[src/rtl/tcpss_pkg.sv]
// ============================================================================
// tcpss_pkg: shared types and constants
// Session state codes, flag masks, result codes and beat structures.
// ============================================================================
package tcpss_pkg;

    typedef enum logic [2:0] {
        ST_CLOSED      = 3'd0,
        ST_LISTEN      = 3'd1,
        ST_SYN_SEEN    = 3'd2,
        ST_ESTABLISHED = 3'd3,
        ST_FIN_SENT    = 3'd4
    } conn_state_t;

    localparam logic [5:0] F_URG = 6'h20;
    localparam logic [5:0] F_ACK = 6'h10;
    localparam logic [5:0] F_PSH = 6'h08;
    localparam logic [5:0] F_RST = 6'h04;
    localparam logic [5:0] F_SYN = 6'h02;
    localparam logic [5:0] F_FIN = 6'h01;

    localparam logic [1:0] ACT_DROP   = 2'd0;
    localparam logic [1:0] ACT_IGNORE = 2'd1;
    localparam logic [1:0] ACT_SEND   = 2'd2;

    localparam logic [1:0] BODY_NONE = 2'd0;
    localparam logic [1:0] BODY_OK   = 2'd1;
    localparam logic [1:0] BODY_ERR  = 2'd2;

    localparam logic [1:0] CFG_INITIAL_SEQ  = 2'd0;
    localparam logic [1:0] CFG_SERVICE_PORT = 2'd1;
    localparam logic [1:0] CFG_OK_BODY_LEN  = 2'd2;
    localparam logic [1:0] CFG_ERR_BODY_LEN = 2'd3;

    localparam logic [31:0] INITIAL_SEQ_RST  = 32'd81;
    localparam logic [15:0] SERVICE_PORT_RST = 16'd80;
    localparam logic [15:0] OK_BODY_LEN_RST  = 16'd81;
    localparam logic [15:0] ERR_BODY_LEN_RST = 16'd80;

    typedef struct packed {
        logic        frame_ok;
        logic [15:0] dst_port;
        logic [5:0]  tcp_flags;
        logic [31:0] seg_seq;
        logic [31:0] seg_ack;
        logic [15:0] payload_len;
        logic        is_get;
    } seg_t;

    typedef struct packed {
        logic [1:0]  action;
        logic [5:0]  out_flags;
        logic [31:0] out_seq;
        logic [31:0] out_ack;
        logic [1:0]  body_sel;
        logic [15:0] body_len;
        logic        last;
    } res_t;

    typedef struct packed {
        conn_state_t conn_state;
        logic [31:0] own_seq;
        logic [31:0] peer_ack_num;
        logic [31:0] expected_ack;
    } sess_t;

    typedef struct packed {
        logic [31:0] initial_seq;
        logic [15:0] service_port;
        logic [15:0] ok_body_len;
        logic [15:0] err_body_len;
    } cfg_t;

    // Control from the top level to the result register.
    typedef struct packed {
        logic load;
        logic fin_pair;
    } outreg_ctl_t;

endpackage

[src/rtl/tcpss_decide.sv]
// ============================================================================
// tcpss_decide: per-segment decision logic
// Classifies one registered segment against the session and builds the reply.
// ============================================================================
module tcpss_decide (
    input  tcpss_pkg::seg_t  seg,
    input  tcpss_pkg::sess_t sess,
    input  tcpss_pkg::cfg_t  cfg,
    output tcpss_pkg::res_t  res,
    output logic             fin_pair,
    output tcpss_pkg::sess_t sess_upd
);
    import tcpss_pkg::*;

    logic        addr_ok;
    logic [15:0] page_len;
    logic [1:0]  page_sel;
    logic [31:0] seq_plus_one;

    assign addr_ok      = seg.frame_ok && (seg.dst_port == cfg.service_port);
    assign page_len     = seg.is_get ? cfg.ok_body_len : cfg.err_body_len;
    assign page_sel     = seg.is_get ? BODY_OK : BODY_ERR;
    assign seq_plus_one = seg.seg_seq + 32'd1;

    always_comb
    begin
        sess_upd = sess;
        fin_pair = 1'b0;
        res      = '{action: ACT_DROP, out_flags: 6'd0, out_seq: 32'd0,
                     out_ack: 32'd0, body_sel: BODY_NONE, body_len: 16'd0,
                     last: 1'b1};
        if (addr_ok)
        begin
            unique case (sess.conn_state)
                ST_LISTEN:
                begin
                    if (seg.tcp_flags == F_SYN)
                    begin
                        sess_upd.peer_ack_num = seq_plus_one;
                        sess_upd.expected_ack = sess.own_seq + 32'd1;
                        sess_upd.conn_state   = ST_SYN_SEEN;
                        res.action            = ACT_SEND;
                        res.out_flags         = F_SYN | F_ACK;
                        res.out_seq           = sess.own_seq;
                        res.out_ack           = seq_plus_one;
                    end
                end
                ST_SYN_SEEN:
                begin
                    if (seg.tcp_flags == F_ACK && seg.seg_ack == sess.expected_ack)
                    begin
                        sess_upd.conn_state = ST_ESTABLISHED;
                        res.action          = ACT_IGNORE;
                    end
                end
                ST_ESTABLISHED:
                begin
                    if (seg.tcp_flags[0])
                    begin
                        // FIN: ACK now, FIN+ACK follows from the result register
                        sess_upd.own_seq      = seg.seg_ack;
                        sess_upd.peer_ack_num = seq_plus_one;
                        sess_upd.conn_state   = ST_FIN_SENT;
                        fin_pair              = 1'b1;
                        res.action            = ACT_SEND;
                        res.out_flags         = F_ACK;
                        res.out_seq           = seg.seg_ack;
                        res.out_ack           = seq_plus_one;
                        res.last              = 1'b0;
                    end
                    else if (seg.tcp_flags == (F_PSH | F_ACK))
                    begin
                        sess_upd.peer_ack_num = seg.seg_seq + {16'd0, seg.payload_len};
                        sess_upd.own_seq      = seg.seg_ack;
                        sess_upd.expected_ack = seg.seg_ack + {16'd0, page_len};
                        res.action            = ACT_SEND;
                        res.out_flags         = F_ACK;
                        res.out_seq           = seg.seg_ack;
                        res.out_ack           = seg.seg_seq + {16'd0, seg.payload_len};
                        res.body_sel          = page_sel;
                        res.body_len          = page_len;
                    end
                    else
                    begin
                        res.action = ACT_IGNORE;
                    end
                end
                ST_FIN_SENT:
                begin
                    if (seg.tcp_flags == F_ACK && seg.seg_seq == sess.peer_ack_num &&
                        seg.seg_ack == sess.own_seq)
                    begin
                        sess_upd.conn_state = ST_CLOSED;
                    end
                    res.action = ACT_IGNORE;
                end
                default:
                begin
                    res.action = ACT_IGNORE;
                end
            endcase
        end
    end

endmodule

[src/rtl/tcpss_out_reg.sv]
// ============================================================================
// tcpss_out_reg: result register
// Holds one result beat; replays a FIN reply as a second FIN+ACK beat.
// ============================================================================
module tcpss_out_reg (
    input  logic                   clk,
    input  logic                   rst_n,
    input  tcpss_pkg::outreg_ctl_t ctl,
    input  tcpss_pkg::res_t        res_in,
    output logic                   can_load,
    output logic                   res_valid,
    input  logic                   res_stall,
    output tcpss_pkg::res_t        res_out
);
    import tcpss_pkg::*;

    logic valid_reg;
    logic valid_next;
    logic pend_reg;
    logic pend_next;
    res_t res_reg;
    res_t res_next;
    logic taken;

    assign taken    = valid_reg && !res_stall;
    assign can_load = !pend_reg && (!valid_reg || !res_stall);

    always_comb
    begin
        valid_next = valid_reg;
        pend_next  = pend_reg;
        res_next   = res_reg;
        if (ctl.load)
        begin
            valid_next = 1'b1;
            pend_next  = ctl.fin_pair;
            res_next   = res_in;
        end
        else if (taken && pend_reg)
        begin
            pend_next          = 1'b0;
            res_next.out_flags = F_FIN | F_ACK;
            res_next.last      = 1'b1;
        end
        else if (taken)
        begin
            valid_next = 1'b0;
        end
    end

    always_ff @(posedge clk or negedge rst_n)
    begin
        if (!rst_n)
        begin
            valid_reg <= 1'b0;
            pend_reg  <= 1'b0;
        end
        else
        begin
            valid_reg <= valid_next;
            pend_reg  <= pend_next;
        end
    end

    always_ff @(posedge clk)
    begin
        res_reg <= res_next;
    end

    assign res_valid = valid_reg;
    assign res_out   = res_reg;

endmodule

[src/rtl/tcp_server_session_fsm.sv]
// ============================================================================
// tcp_server_session_fsm: passive single-connection TCP server session engine
// Path: the segment beat lands in the input reg, then moves to the result reg.
// Throughput: 1 segment/cycle unless stalled; a FIN gives a second beat (FIN+ACK).
// Reset: async active-low; LISTEN, own seq 81, port 80, page lengths 81/80, empty.
// ============================================================================
module tcp_server_session_fsm (
    input  logic        clk,
    input  logic        rst_n,

    // Segment channel
    input  logic        seg_valid,
    output logic        seg_stall,
    input  logic        frame_ok,
    input  logic [15:0] dst_port,
    input  logic [5:0]  tcp_flags,
    input  logic [31:0] seg_seq,
    input  logic [31:0] seg_ack,
    input  logic [15:0] payload_len,
    input  logic        is_get,

    // Result channel
    output logic        res_valid,
    input  logic        res_stall,
    output logic [1:0]  action,
    output logic [5:0]  out_flags,
    output logic [31:0] out_seq,
    output logic [31:0] out_ack,
    output logic [1:0]  body_sel,
    output logic [15:0] body_len,
    output logic        last,

    // Configuration write channel
    input  logic        cfg_valid,
    output logic        cfg_ready,
    input  logic [1:0]  cfg_index,
    input  logic [31:0] cfg_data
);
    import tcpss_pkg::*;

    // ------------------------------------------------------------------
    // Datapath overview
    //   segment beat -> input register -> decide logic -> result register
    // Session state (connection state and sequence bookkeeping) is
    // updated at the same edge that moves a segment from the input
    // register into the result register, so the next segment, held behind
    // it in the input register, always sees the updated session.
    // ------------------------------------------------------------------

    logic        seg_valid_reg;
    logic        seg_valid_next;
    seg_t        seg_reg;
    sess_t       sess_reg;
    sess_t       sess_next;
    sess_t       sess_upd;
    cfg_t        cfg_reg;
    cfg_t        cfg_next;
    res_t        res_dec;
    res_t        res_q;
    logic        fin_pair;
    logic        can_load;
    logic        move;
    logic        seg_take;
    logic        cfg_take;
    outreg_ctl_t out_ctl;

    // ------------------------------------------------------------------
    // Input register. The segment advances whenever the result register
    // can take it; stall only while a held segment is blocked.
    // ------------------------------------------------------------------
    assign move      = seg_valid_reg && can_load;
    assign seg_stall = seg_valid_reg && !can_load;
    assign seg_take  = seg_valid && !seg_stall;

    always_comb
    begin
        seg_valid_next = seg_valid_reg;
        if (seg_take)
        begin
            seg_valid_next = 1'b1;
        end
        else if (move)
        begin
            seg_valid_next = 1'b0;
        end
    end

    always_ff @(posedge clk or negedge rst_n)
    begin
        if (!rst_n)
        begin
            seg_valid_reg <= 1'b0;
        end
        else
        begin
            seg_valid_reg <= seg_valid_next;
        end
    end

    always_ff @(posedge clk)
    begin
        if (seg_take)
        begin
            seg_reg <= '{frame_ok: frame_ok, dst_port: dst_port, tcp_flags: tcp_flags,
                         seg_seq: seg_seq, seg_ack: seg_ack,
                         payload_len: payload_len, is_get: is_get};
        end
    end

    // ------------------------------------------------------------------
    // Config registers. Always ready; writes must arrive while idle, unchecked.
    // ------------------------------------------------------------------
    assign cfg_ready = 1'b1;
    assign cfg_take  = cfg_valid && cfg_ready;

    always_comb
    begin
        cfg_next = cfg_reg;
        if (cfg_take)
        begin
            unique case (cfg_index)
                CFG_INITIAL_SEQ:  cfg_next.initial_seq  = cfg_data;
                CFG_SERVICE_PORT: cfg_next.service_port = cfg_data[15:0];
                CFG_OK_BODY_LEN:  cfg_next.ok_body_len  = cfg_data[15:0];
                CFG_ERR_BODY_LEN: cfg_next.err_body_len = cfg_data[15:0];
                default:          cfg_next = cfg_reg;
            endcase
        end
    end

    always_ff @(posedge clk or negedge rst_n)
    begin
        if (!rst_n)
        begin
            cfg_reg <= '{initial_seq: INITIAL_SEQ_RST, service_port: SERVICE_PORT_RST,
                         ok_body_len: OK_BODY_LEN_RST, err_body_len: ERR_BODY_LEN_RST};
        end
        else
        begin
            cfg_reg <= cfg_next;
        end
    end

    // ------------------------------------------------------------------
    // Session state. A new initial sequence written while listening is
    // also taken as the current own sequence number.
    // ------------------------------------------------------------------
    tcpss_decide u_decide (
        .seg      (seg_reg),
        .sess     (sess_reg),
        .cfg      (cfg_reg),
        .res      (res_dec),
        .fin_pair (fin_pair),
        .sess_upd (sess_upd)
    );

    always_comb
    begin
        sess_next = sess_reg;
        if (move)
        begin
            sess_next = sess_upd;
        end
        else if (cfg_take && cfg_index == CFG_INITIAL_SEQ &&
                 sess_reg.conn_state == ST_LISTEN)
        begin
            sess_next.own_seq = cfg_data;
        end
    end

    always_ff @(posedge clk or negedge rst_n)
    begin
        if (!rst_n)
        begin
            sess_reg <= '{conn_state: ST_LISTEN, own_seq: INITIAL_SEQ_RST,
                          peer_ack_num: 32'd0, expected_ack: 32'd0};
        end
        else
        begin
            sess_reg <= sess_next;
        end
    end

    // ------------------------------------------------------------------
    // Result register. A FIN reply keeps it busy for a second beat
    // (FIN+ACK); can_load is low until the first beat (ACK) is taken.
    // ------------------------------------------------------------------
    assign out_ctl = '{load: move, fin_pair: fin_pair};

    tcpss_out_reg u_out_reg (
        .clk       (clk),
        .rst_n     (rst_n),
        .ctl       (out_ctl),
        .res_in    (res_dec),
        .can_load  (can_load),
        .res_valid (res_valid),
        .res_stall (res_stall),
        .res_out   (res_q)
    );

    assign action    = res_q.action;
    assign out_flags = res_q.out_flags;
    assign out_seq   = res_q.out_seq;
    assign out_ack   = res_q.out_ack;
    assign body_sel  = res_q.body_sel;
    assign body_len  = res_q.body_len;
    assign last      = res_q.last;

endmodule

[config.mk]
export PLATFORM = sky130hd
export DESIGN_NAME = tcp_server_session_fsm
export DESIGN_NICKNAME = d
export VERILOG_FILES = /design/src/rtl/tcpss_pkg.sv /design/src/rtl/tcpss_decide.sv /design/src/rtl/tcpss_out_reg.sv /design/src/rtl/tcp_server_session_fsm.sv
export SDC_FILE = /design/constraint.sdc
export NUM_CORES = 1
export LEC_CHECK = 0
export BUFFER_PORTS_ARGS = -buffer_cell sky130_fd_sc_hd__buf_2
export CAP_MARGIN = 40
export CORE_UTILIZATION = 50
export DETAILED_ROUTE_END_ITERATION = 10
export MAX_ROUTING_LAYER = met4
export PLACE_DENSITY = 0.73
export SLEW_MARGIN = 25
export SYNTH_ARGS = -nofsm -noshare
export SYNTH_HDL_FRONTEND = slang
export SYNTH_SLANG_ARGS = --single-unit
[constraint.sdc]
create_clock -name clk -period 4.92 [get_ports clk]
set_clock_uncertainty 0.2 [all_clocks]
set_input_delay 0.492 -clock clk [delete_from_list [all_inputs] [get_ports clk]]
set_output_delay 0.492 -clock clk [all_outputs]
set_load 0.01 [all_outputs]
* After elaboration in Yosys (flattened, before gate mapping)
Index checks and enable logic that the tools add are counted.
** Cells by class
- Equal/unequal tests :: 25
- Reduce and logical (&&, ||, !) cells :: 34
- Add/sub/neg operators :: 4
- Bitwise gates (word level) :: 3
- Shift-type cells :: 0
- Divide/modulo/power cells :: 0
- $lt $le $gt $ge :: 0
- Multipliers :: 0
- Muxes and demuxes :: 41
** Operators by type and width (count)
- $mux 96 :: 2
- $mux 72 :: 2
- $pmux 70 s2 :: 1
- $mux 32 :: 4
- $mux 64 :: 2
- $pmux 64 s2 :: 1
- $eq 32x32->1 :: 3
- $mux 89 :: 1
- $mux 87 :: 1
- $add 32x1->32 const B :: 2
- $add 32x16->32 :: 2
- $mux 19 :: 1
- $mux 18 :: 1
- $eq 16x16->1 :: 1
- $mux 16 :: 1
- $mux 1 :: 14
- $eq 6x5->1 const B :: 2
- $logic_and 1x1->1 :: 12
- $mux 3 :: 4
- $mux 6 :: 2
- $ne 2x1->1 const B :: 6
- $pmux 3 s4 :: 1
- $reduce_bool 2->1 :: 5
- $reduce_and 2->1 :: 4
- other kinds (20) :: 32
** Word-level totals
- Latch bits :: 0
- Memory bits (writable) :: 0
- Bits in registers :: 345
- Word-level logic and storage cells :: 131
- Memory bits (read-only) :: 0
- Output and inout port bits :: 94
- Memories :: 0

* Longest topological paths before layout
Gate-level depths: netlist (run 1).
- Depth after elaboration :: 8
- Gate-level depth with buffers :: 13
- Mapped depth without buffers :: 11

* Cells and area by module
Synthesis (run 1) repeated with hierarchy kept, for this count alone.
** Unflattened totals
- Cells, all modules :: 2182
- Area total of the unflattened synthesis :: 21247.9 um^2
** By module, submodules not included
- tcp_server_session_fsm :: area each 10327.4 um^2, cells each 818, times used 1
- tcpss_decide :: area each 8034.0 um^2, cells each 1255, times used 1
- tcpss_out_reg :: area each 2886.5 um^2, cells each 109, times used 1

* Worst setup path before layout (run 1)
No wires, ideal clock.
- Path kind :: register -> register
- Start :: reg seg_reg[0] (netlist bit)
- End :: reg sess_reg[18] (netlist bit)
- Data arrival time :: 3.803 ns
- Period minus slack after synthesis :: 4.128 ns
- Stages on the path, launching flop included :: 14
- Slack :: 0.792 ns
- Path buffers :: 2
- Cells stage by stage :: edfxtp_1 clkbuf_1 buf_1 mux2_2 ha_1 fa_1 a211oi_1 o21ai_0 nand2_1 a21oi_1 o41ai_2 nor3_1 o31a_1 mux2_2
** On the way
- Cells in the longest elaborated chain, start to end :: 5
** Ends and longest elaborated chain
- from (decl) :: RTL line tcp_server_session_fsm.sv:52 : seg_t seg_reg;
- from (signal assigned) :: RTL line tcp_server_session_fsm.sv:104 : seg_reg <= '{frame_ok: frame_ok, dst_port: dst_port, tcp_flags: tcp_flags,
- $mux 16 :: RTL line tcpss_decide.sv:21 : assign page_len = seg.is_get ? cfg.ok_body_len : cfg.err_body_len;
- named net u_decide.page_len[0] :: RTL line tcpss_decide.sv:16 : logic [15:0] page_len;
- $add 32x16->32 :: RTL line tcpss_decide.sv:75 : sess_upd.expected_ack = seg.seg_ack + {16'd0, page_len};
- $mux 96 :: RTL line tcpss_decide.sv:71 : else if (seg.tcp_flags == (F_PSH | F_ACK))
- $mux 32 :: RTL line tcpss_decide.sv:58 : if (seg.tcp_flags[0])
- $pmux 64 s2 :: RTL line tcpss_decide.sv:34 : unique case (sess.conn_state)
- to (signal assigned) :: RTL line tcp_server_session_fsm.sv:175 : sess_reg <= '{conn_state: ST_LISTEN, own_seq: INITIAL_SEQ_RST,
- to (signal assigned) :: RTL line tcp_server_session_fsm.sv:180 : sess_reg <= sess_next;
- to (decl) :: RTL line tcp_server_session_fsm.sv:53 : sess_t sess_reg;
The timed path passes the listed nets, and every way through them passes these cells. The select of a mux whose other input is x is not followed.
A chain may end at the register's enable or synchronous reset.

* Worst setup path after layout (run 1)
- Start :: reg seg_reg[49] (netlist bit)
- End :: reg u_out_reg.res_reg, in the netlist u_out_reg.res_out[43] (data pin)
** On the way
- Cells in the longest elaborated chain, start to end :: 4
- Elaborated cells on any way between the ends :: 6
** Ends and longest elaborated chain
- $add 32x16->32 :: RTL line tcpss_decide.sv:79 : res.out_ack = seg.seg_seq + {16'd0, seg.payload_len};
- $mux 87 :: RTL line tcpss_decide.sv:71
- $mux 72 :: RTL line tcpss_decide.sv:58
- $pmux 70 s2 (*) :: RTL line tcpss_decide.sv:34
- to (signal assigned) :: RTL line tcpss_out_reg.sv:67 : res_reg <= res_next;
- to (decl) :: RTL line tcpss_out_reg.sv:21 : res_t res_reg;
Mark *: on every way between the ends. The rest lies on a longest branch, timed or not.

==> results.sh, run 1 <==
export IMPL_run_status="complete, no violations"
export IMPL_maxSlewHeadroom_pct=41.6
export IMPL_global_route_usage_total_pct=31.2
export IMPL_tritoncts="built"
export IMPL_synth_cells=1784
export IMPL_synth_seq_area_share_pct=51.6
export IMPL_power_frac_comb_pct=15.2
export IMPL_drive_above_1_share_pct=20.3
export IMPL_finalHoldViolCount=0
export IMPL_setup_reg_to_reg_worst_slack_ns=1.11
export IMPL_synthDistinctLibCells=75
export IMPL_flip_flop_count_of_the_largest_register_after_layout=104
export IMPL_multi_input_area_mm2=0.00840
export IMPL_area_taken_by_flip_flops_and_latches_mm2=0.00953
export IMPL_ys_top_cells_by_area="edfxtp_1 31%, dfrtp_1 19%, xor2_1 5.3%"
export IMPL_netlist_top_cells_count="192 x edfxtp_1, 158 x nand2_1, 152 x nor2_1"
export IMPL_cap_violations=0
export IMPL_via_count=15400
export IMPL_clock_latency_ns=0.57
export IMPL_clk_pin_slew_worst_paths_ns=0.06
export IMPL_initial_core_util_pct=50.7
export IMPL_route_detailed_drc=0
export IMPL_cts_root_buf="clkbuf_16"
export IMPL_place_congestion=0.942
export IMPL_cts_htree_levels=2
export IMPL_timing_critical_path_arrival_ns=3.90
export IMPL_first_global_vias=14800
export IMPL_dr_pass1_iters=5
export IMPL_first_iter_violations=1417
export IMPL_maximum_number_of_pins_on_one_net_before_global_route_repair=83
export IMPL_p_clk_share_pct=39.0
export IMPL_wirelength_um=57300
export IMPL_floorplan_die_height_um=194
export IMPL_die_area_mm2=0.0377
export IMPL_final_hold_slack_ns=0.0331
export IMPL_via_per_inst=5.98
export IMPL_setup_total_negative_slack_ns=0
export IMPL_synth_seq_cells=342
export IMPL_hold_path_class="in -> reg"
export IMPL_net_switching_power_of_the_design_mw=1.99
export IMPL_synth_cell_area_mm2=0.0185
export IMPL_syn_avg_cell_area_um2=10.3
export IMPL_yosys_area_top_type="edfxtp_1"
export IMPL_max_freq_mhz=263
export IMPL_io_pins=237
export IMPL_min_period_over_period_pct=77.4
export IMPL_synth_edff_count=192
export IMPL_placeableCoreArea_mm2=0.0364
export IMPL_power_share_switching_pct=26.8
export IMPL_antenna_violating_nets_post_route=0
export IMPL_unrepaired_setup_endpoints_after_global_routing="no"
export IMPL_initial_antenna_violation_count=0
export IMPL_internal_power_mw=5.43
export IMPL_timing_final_crit_period_ns=3.81
export IMPL_cp_data_required_time_ns=5.02
export IMPL_quantity_of_i_o_buffers_inserted_on_ports=232
export IMPL_clock_path_buffers=3
export IMPL_ys_dominant_reg_cell="edfxtp_1"
export IMPL_setup_viol=0
export IMPL_die_width_um=194
export IMPL_rows=70
export IMPL_cts_inserted_buffers=39
export IMPL_dp_final_hpwl_um=40500
export IMPL_leakage_nw=8.95
export IMPL_number_of_nets_in_the_finished_design=2262
export IMPL_grt_overflow_total=0
export IMPL_n_antenna_cell=0
export IMPL_timing_critical_path_from_type="flop"
export IMPL_yosys_warnings=0
export IMPL_syn2layout_area_growth_pct=21.4
export IMPL_numClockSinks=342
export IMPL_vdd_ir_drop_max_mv=0.326
export IMPL_synth_top_area_share_pct=31.2
export IMPL_power_per_standard_cell_area_mw_per_mm2=331
export IMPL_fillCellCount=2979
export IMPL_transition_time_at_the_pin_with_the_least_slew_margin_ns=0.872
export IMPL_timing_setup_critical_path_class="reg -> reg"
export IMPL_endpoint_kind="flop"
export IMPL_share_seq_of_total_power_pct=45.9
export IMPL_critical_path_peak_fanout=8
export IMPL_synthArstFlopShare_pct=43.9
export IMPL_grt_pass1_wl_um=87500
export IMPL_route_detailed_wl_per_inst_um=22.2
export IMPL_final_max_slew_violation_count=0
export IMPL_yosys_cell_count_top_type="edfxtp_1"
==> worst max-delay path, stage by stage (launching register included) <==
cell and delay [ns]:
edfxtp_1 0.51, ha_1 0.27, fa_1 0.43, a211o_1 0.30, a21o_1 0.20, a221o_1 0.37, a2111oi_0 0.65, nor4_1 0.16
xor2_1 0.19, o21ai_0 0.16, o22ai_1 0.09
==> stage by stage <==
step / total power, mW / utilization, % / setup WS, ns / instances / cell area, µm²
2_1_floorplan: 4.09 / - / 0.792 / 1786 / 18500
3_3_place_gp: 4.47 / 55.0 / 1.26 / 2400 / 20000
3_5_place_dp: 4.49 / 55.0 / 1.15 / 2400 / 20000
4_1_cts: 7.45 / 61.4 / 1.13 / 2578 / 22400
5_1_grt: 7.68 / 61.5 / 0.833 / 2582 / 22400
6_report: 7.42 / 61.5 / 1.11 / 2582 / 22400
==> what timing repair did <==
action                                 4_1_cts  5_1_grt
resized for setup                            0        0
buffers inserted                             0        0
endpoints found under the hold margin      148        0
hold buffers                               106        0
==> cell usage in the layout (no fill, tap or decap), types with 5 or more instances in the layout <==
master,n
buf_2,232
edfxtp_1,192
nand2_1,158
nor2_1,149
dfrtp_1,139
o21ai_0,125
xor2_1,111
a21oi_1,110
dlygate4sd3_1,106
xnor2_1,100
mux2_2,66
a22oi_1,64
nand3_1,52
nor3_1,47
clkbuf_16,40
nand4_1,39
and3_1,36
ha_1,34
buf_4,33
nor4_1,28
inv_1,22
a21o_1,16
a211oi_1,16
dfstp_2,11
and2_1,10
clkbuf_1,10
a31oi_1,9
or3_1,9
mux2i_1,7
clkinv_2,6
nand2b_1,6
or2_2,6
o31ai_1,6
o21bai_1,6
and4_1,5
o211ai_1,5
nor3b_1,5
clkinv_1,5
==> power by group through the flow <==
stage / clock network (mW) / registers (mW) / logic, mW
finish: 2.89 / 3.40 / 1.13
global route: 3.04 / 3.42 / 1.22
CTS: 2.94 / 3.40 / 1.11
detailed placement: 0 / 3.45 / 1.04
global placement: 0 / 3.45 / 1.02
floorplan: 0 / 3.41 / 0.684
==> area by class of cell <==
type                            count  share of cell area (%)
Inverter                           23                   0.391
Timing Repair Buffer              376                    11.3
Clock buffer                       52                    4.76
Tap cell                          468                    2.61
Clock inverter                     20                   0.882
Multi-Input combinational cell   1301                    37.5
Sequential cell                   342                    42.5
==> cells by family after synthesis <==
kind of cell             count (synthesis)  synth area share (%)
adder cells (fa/ha/maj)                 36                  2.52
multiplexers                            73                  4.40
AND/OR/NAND/NOR                        576                  15.0
XOR/XNOR                               211                  10.0
flip-flops                             342                  51.6
other                                    2                0.0407
AO/OA/AOI/OAI                          401                  13.4
buffers and inverters                  143                  3.04
==> layer usage <==
| layer | vias to the layer above | track usage, % | wire, µm |
|---|---|---|---|
| li1 | 7089 | - | - |
| met1 | 7512 | 43.8 | 25700 |
| met2 | 731 | 46.2 | 25500 |
| met3 | 107 | 5.24 | 4530 |
| met4 | 0 | 10.0 | 1610 |
| met5 | - | - | 0 |
==> worst paths after layout <==
path	startpoint	end	cells past startpoint
setup / recovery	seg_reg[49]	u_out_reg.res_out[43]	10
hold / removal	cfg_data[12]	cfg_reg[44]	2
setup reg to reg	seg_reg[49]	u_out_reg.res_out[43]	10
hold reg to reg	sess_reg[47]	sess_reg[47]	2
max in group asynchronous	rst_n	sess_reg[95]	3
min in group asynchronous	rst_n	cfg_reg[29]	2
No activity file was read; power rests on OpenSTA's default activity.
==> run 2: changes to the inputs <==
- PLACE_DENSITY: 0.73 -> 0.76
- clock period: 4.92 -> 3.4 ns (I/O delays scaled with it)
==> run 2 against run 1 <==
Compared with the run above:
- sequential cell count unchanged
- sequential share of layout area shrank 2.2 points
- cell count is 4.5% higher
- clock power up 45%
- largest power group unchanged
==> results.sh, run 2 (synthesis gave the netlist of run 1 again) <==
export IMPL_endpoint_kind="flop"
export IMPL_power_per_standard_cell_area_mw_per_mm2=467
export IMPL_setup_reg_to_reg_worst_slack_ns=0.02
export IMPL_vdd_ir_drop_max_mv=0.468
export IMPL_syn2layout_area_growth_pct=27.9
export IMPL_cts_root_buf="clkbuf_16"
export IMPL_first_iter_violations=1734
export IMPL_crit_reg2reg_capture="u_out_reg.res_out[47]"
export IMPL_die_area_mm2=0.0377
export IMPL_place_congestion=0.991
export IMPL_mostFrequentLayoutCell="buf_2"
export IMPL_number_of_nets_in_the_finished_design=2379
export IMPL_leakage_nw=9.56
export IMPL_timing_setup_critical_path_class="reg -> reg"
export IMPL_numClockSinks=342
export IMPL_final_hold_slack_ns=0.0702
export IMPL_cts_inserted_buffers=39
export IMPL_n_antenna_cell=0
export IMPL_die_width_um=194
export IMPL_finalHoldViolCount=0
export IMPL_dr_pass1_iters=6
export IMPL_clock_path_buffers=3
export IMPL_hold_path_class="in -> reg"
export IMPL_grt_overflow_total=0
export IMPL_transition_time_at_the_pin_with_the_least_slew_margin_ns=0.824
export IMPL_mostFrequentLayoutCells="231 x buf_2, 192 x edfxtp_1, 158 x nand2_1"
export IMPL_post_layout_nonfiller_instances=2699
export IMPL_route_detailed_drc=0
export IMPL_global_route_usage_total_pct=33.2
export IMPL_tritoncts="built"
export IMPL_initial_antenna_violation_count=0
export IMPL_timing_critical_path_from_type="flop"
export IMPL_fillCellCount=2829
export IMPL_clk_pin_slew_worst_paths_ns=0.06
export IMPL_cts_htree_levels=2
export IMPL_final_max_slew_violation_count=0
export IMPL_whs_endpoint="cfg_reg[0]"
export IMPL_critical_path_reg2reg_startpoint="seg_reg[1]"
export IMPL_reg2reg_depth=10
export IMPL_timing_hold_worst_start="cfg_index[1]"
export IMPL_via_per_inst=5.98
export IMPL_via_count=16100
export IMPL_wirelength_um=61400
export IMPL_grt_pass1_wl_um=93100
export IMPL_route_detailed_wl_per_inst_um=22.7
export IMPL_worstHoldPathCells=3
export IMPL_layout_cell_area_non_filler_mm2=0.0236
export IMPL_placedInstanceArea_mm2=0.0207
export IMPL_timing_final_crit_period_ns=3.38
export IMPL_flip_flop_count_of_the_largest_register_after_layout=104
export IMPL_timing_critical_path_arrival_ns=3.55
export IMPL_clock_latency_ns=0.57
export IMPL_drive_above_1_share_pct=23.9
export IMPL_quantity_of_i_o_buffers_inserted_on_ports=232
export IMPL_cp_data_required_time_ns=3.57
export IMPL_final_core_utilization_pct=64.8
export IMPL_rows=70
export IMPL_critical_path_peak_fanout=4
export IMPL_max_freq_mhz=296
export IMPL_cap_violations=0
export IMPL_antenna_violating_nets_post_route=0
export IMPL_first_global_vias=15800
export IMPL_dp_final_hpwl_um=42400
export IMPL_maxSlewHeadroom_pct=44.9
export IMPL_numPlacedInstances=2481
export IMPL_area_taken_by_flip_flops_and_latches_mm2=0.00953
export IMPL_setup_viol=0
export IMPL_multi_input_area_mm2=0.00859
export IMPL_initial_core_util_pct=50.7
export IMPL_floorplan_die_height_um=194
export IMPL_placeableCoreArea_mm2=0.0364
export IMPL_io_pins=237
export IMPL_maximum_number_of_pins_on_one_net_before_global_route_repair=67
export IMPL_min_period_over_period_pct=99.3
export IMPL_unrepaired_setup_endpoints_after_global_routing="yes"
export IMPL_run_status="complete, no violations"
## run 2: repair_timing
item | CTS | global route
hold buffers | 139 | 0
setup buffers | 1 | 4
hold endpoints to repair | 245 | 0
endpoints found under the setup margin | 3 | 26
gates resized for setup | 6 | 28
pin swaps | 1 | 15
## run 2: per-stage QoR
stage                     power (mW)  TNS (ns)  setup slack [ns]
after floorplan                 5.93   -0.0959           -0.0959
after global placement          6.59         0           0.00478
after detailed placement        6.63   -0.0517           -0.0388
after CTS                       11.0         0            0.0134
after global routing            11.4    -0.208            -0.106
final                           11.0         0            0.0227
## run 2: worst max-delay path, stage by stage (launching register included)
cell and delay (ns):
edfxtp_1 0.42, ha_2 0.21, fa_2 0.34, a211o_1 0.32
a21o_1 0.23, a221o_1 0.39, a211o_1 0.33, a21oi_4 0.26
nor4_4 0.05, xnor2_1 0.13, o32ai_1 0.28
## run 2: layer usage
metal | track usage, % | up-vias | wire length (µm)
met5 | - | - | 0
met4 | 10.0 | 0 | 1630
met3 | 6.54 | 118 | 5420
met2 | 50.8 | 813 | 28400
met1 | 44.8 | 7906 | 26000
li1 | - | 7300 | -
## run 2: area by class of cell
| type | instances | share of cell area, % |
|---|---|---|
| clock buffer | 55 | 4.56 |
| clock inverter | 17 | 0.752 |
| inverter | 23 | 0.381 |
| multi-input combinational | 1301 | 36.4 |
| sequential | 342 | 40.4 |
| tap | 468 | 2.48 |
| timing repair buffer | 493 | 15.1 |
## run 2: how the worst max path moves through the flow
stage	start	end	slack, ns	cells after the start
3_3_place_gp	seg_reg[0]	sess_reg[22]	0.005	13
5_1_grt	seg_reg[1]	u_out_reg.res_out[47]	-0.11	10
3_5_place_dp	seg_reg[49]	u_out_reg.res_out[43]	-0.04	10
2_1_floorplan	seg_reg[0]	sess_reg[18]	-0.1	13
4_1_cts	seg_reg[49]	u_out_reg.res_out[43]	0.01	10
6_report	seg_reg[1]	u_out_reg.res_out[47]	0.02	10
## run 2: report_power, final
group          total (mW)  leakage (nW)  internal (mW)  switching (mW)
registers            4.90          3.80           4.70           0.202
logic                1.94          5.15          0.900            1.04
clock network        4.20         0.613           2.45            1.75
total                11.0          9.56           8.05            2.99
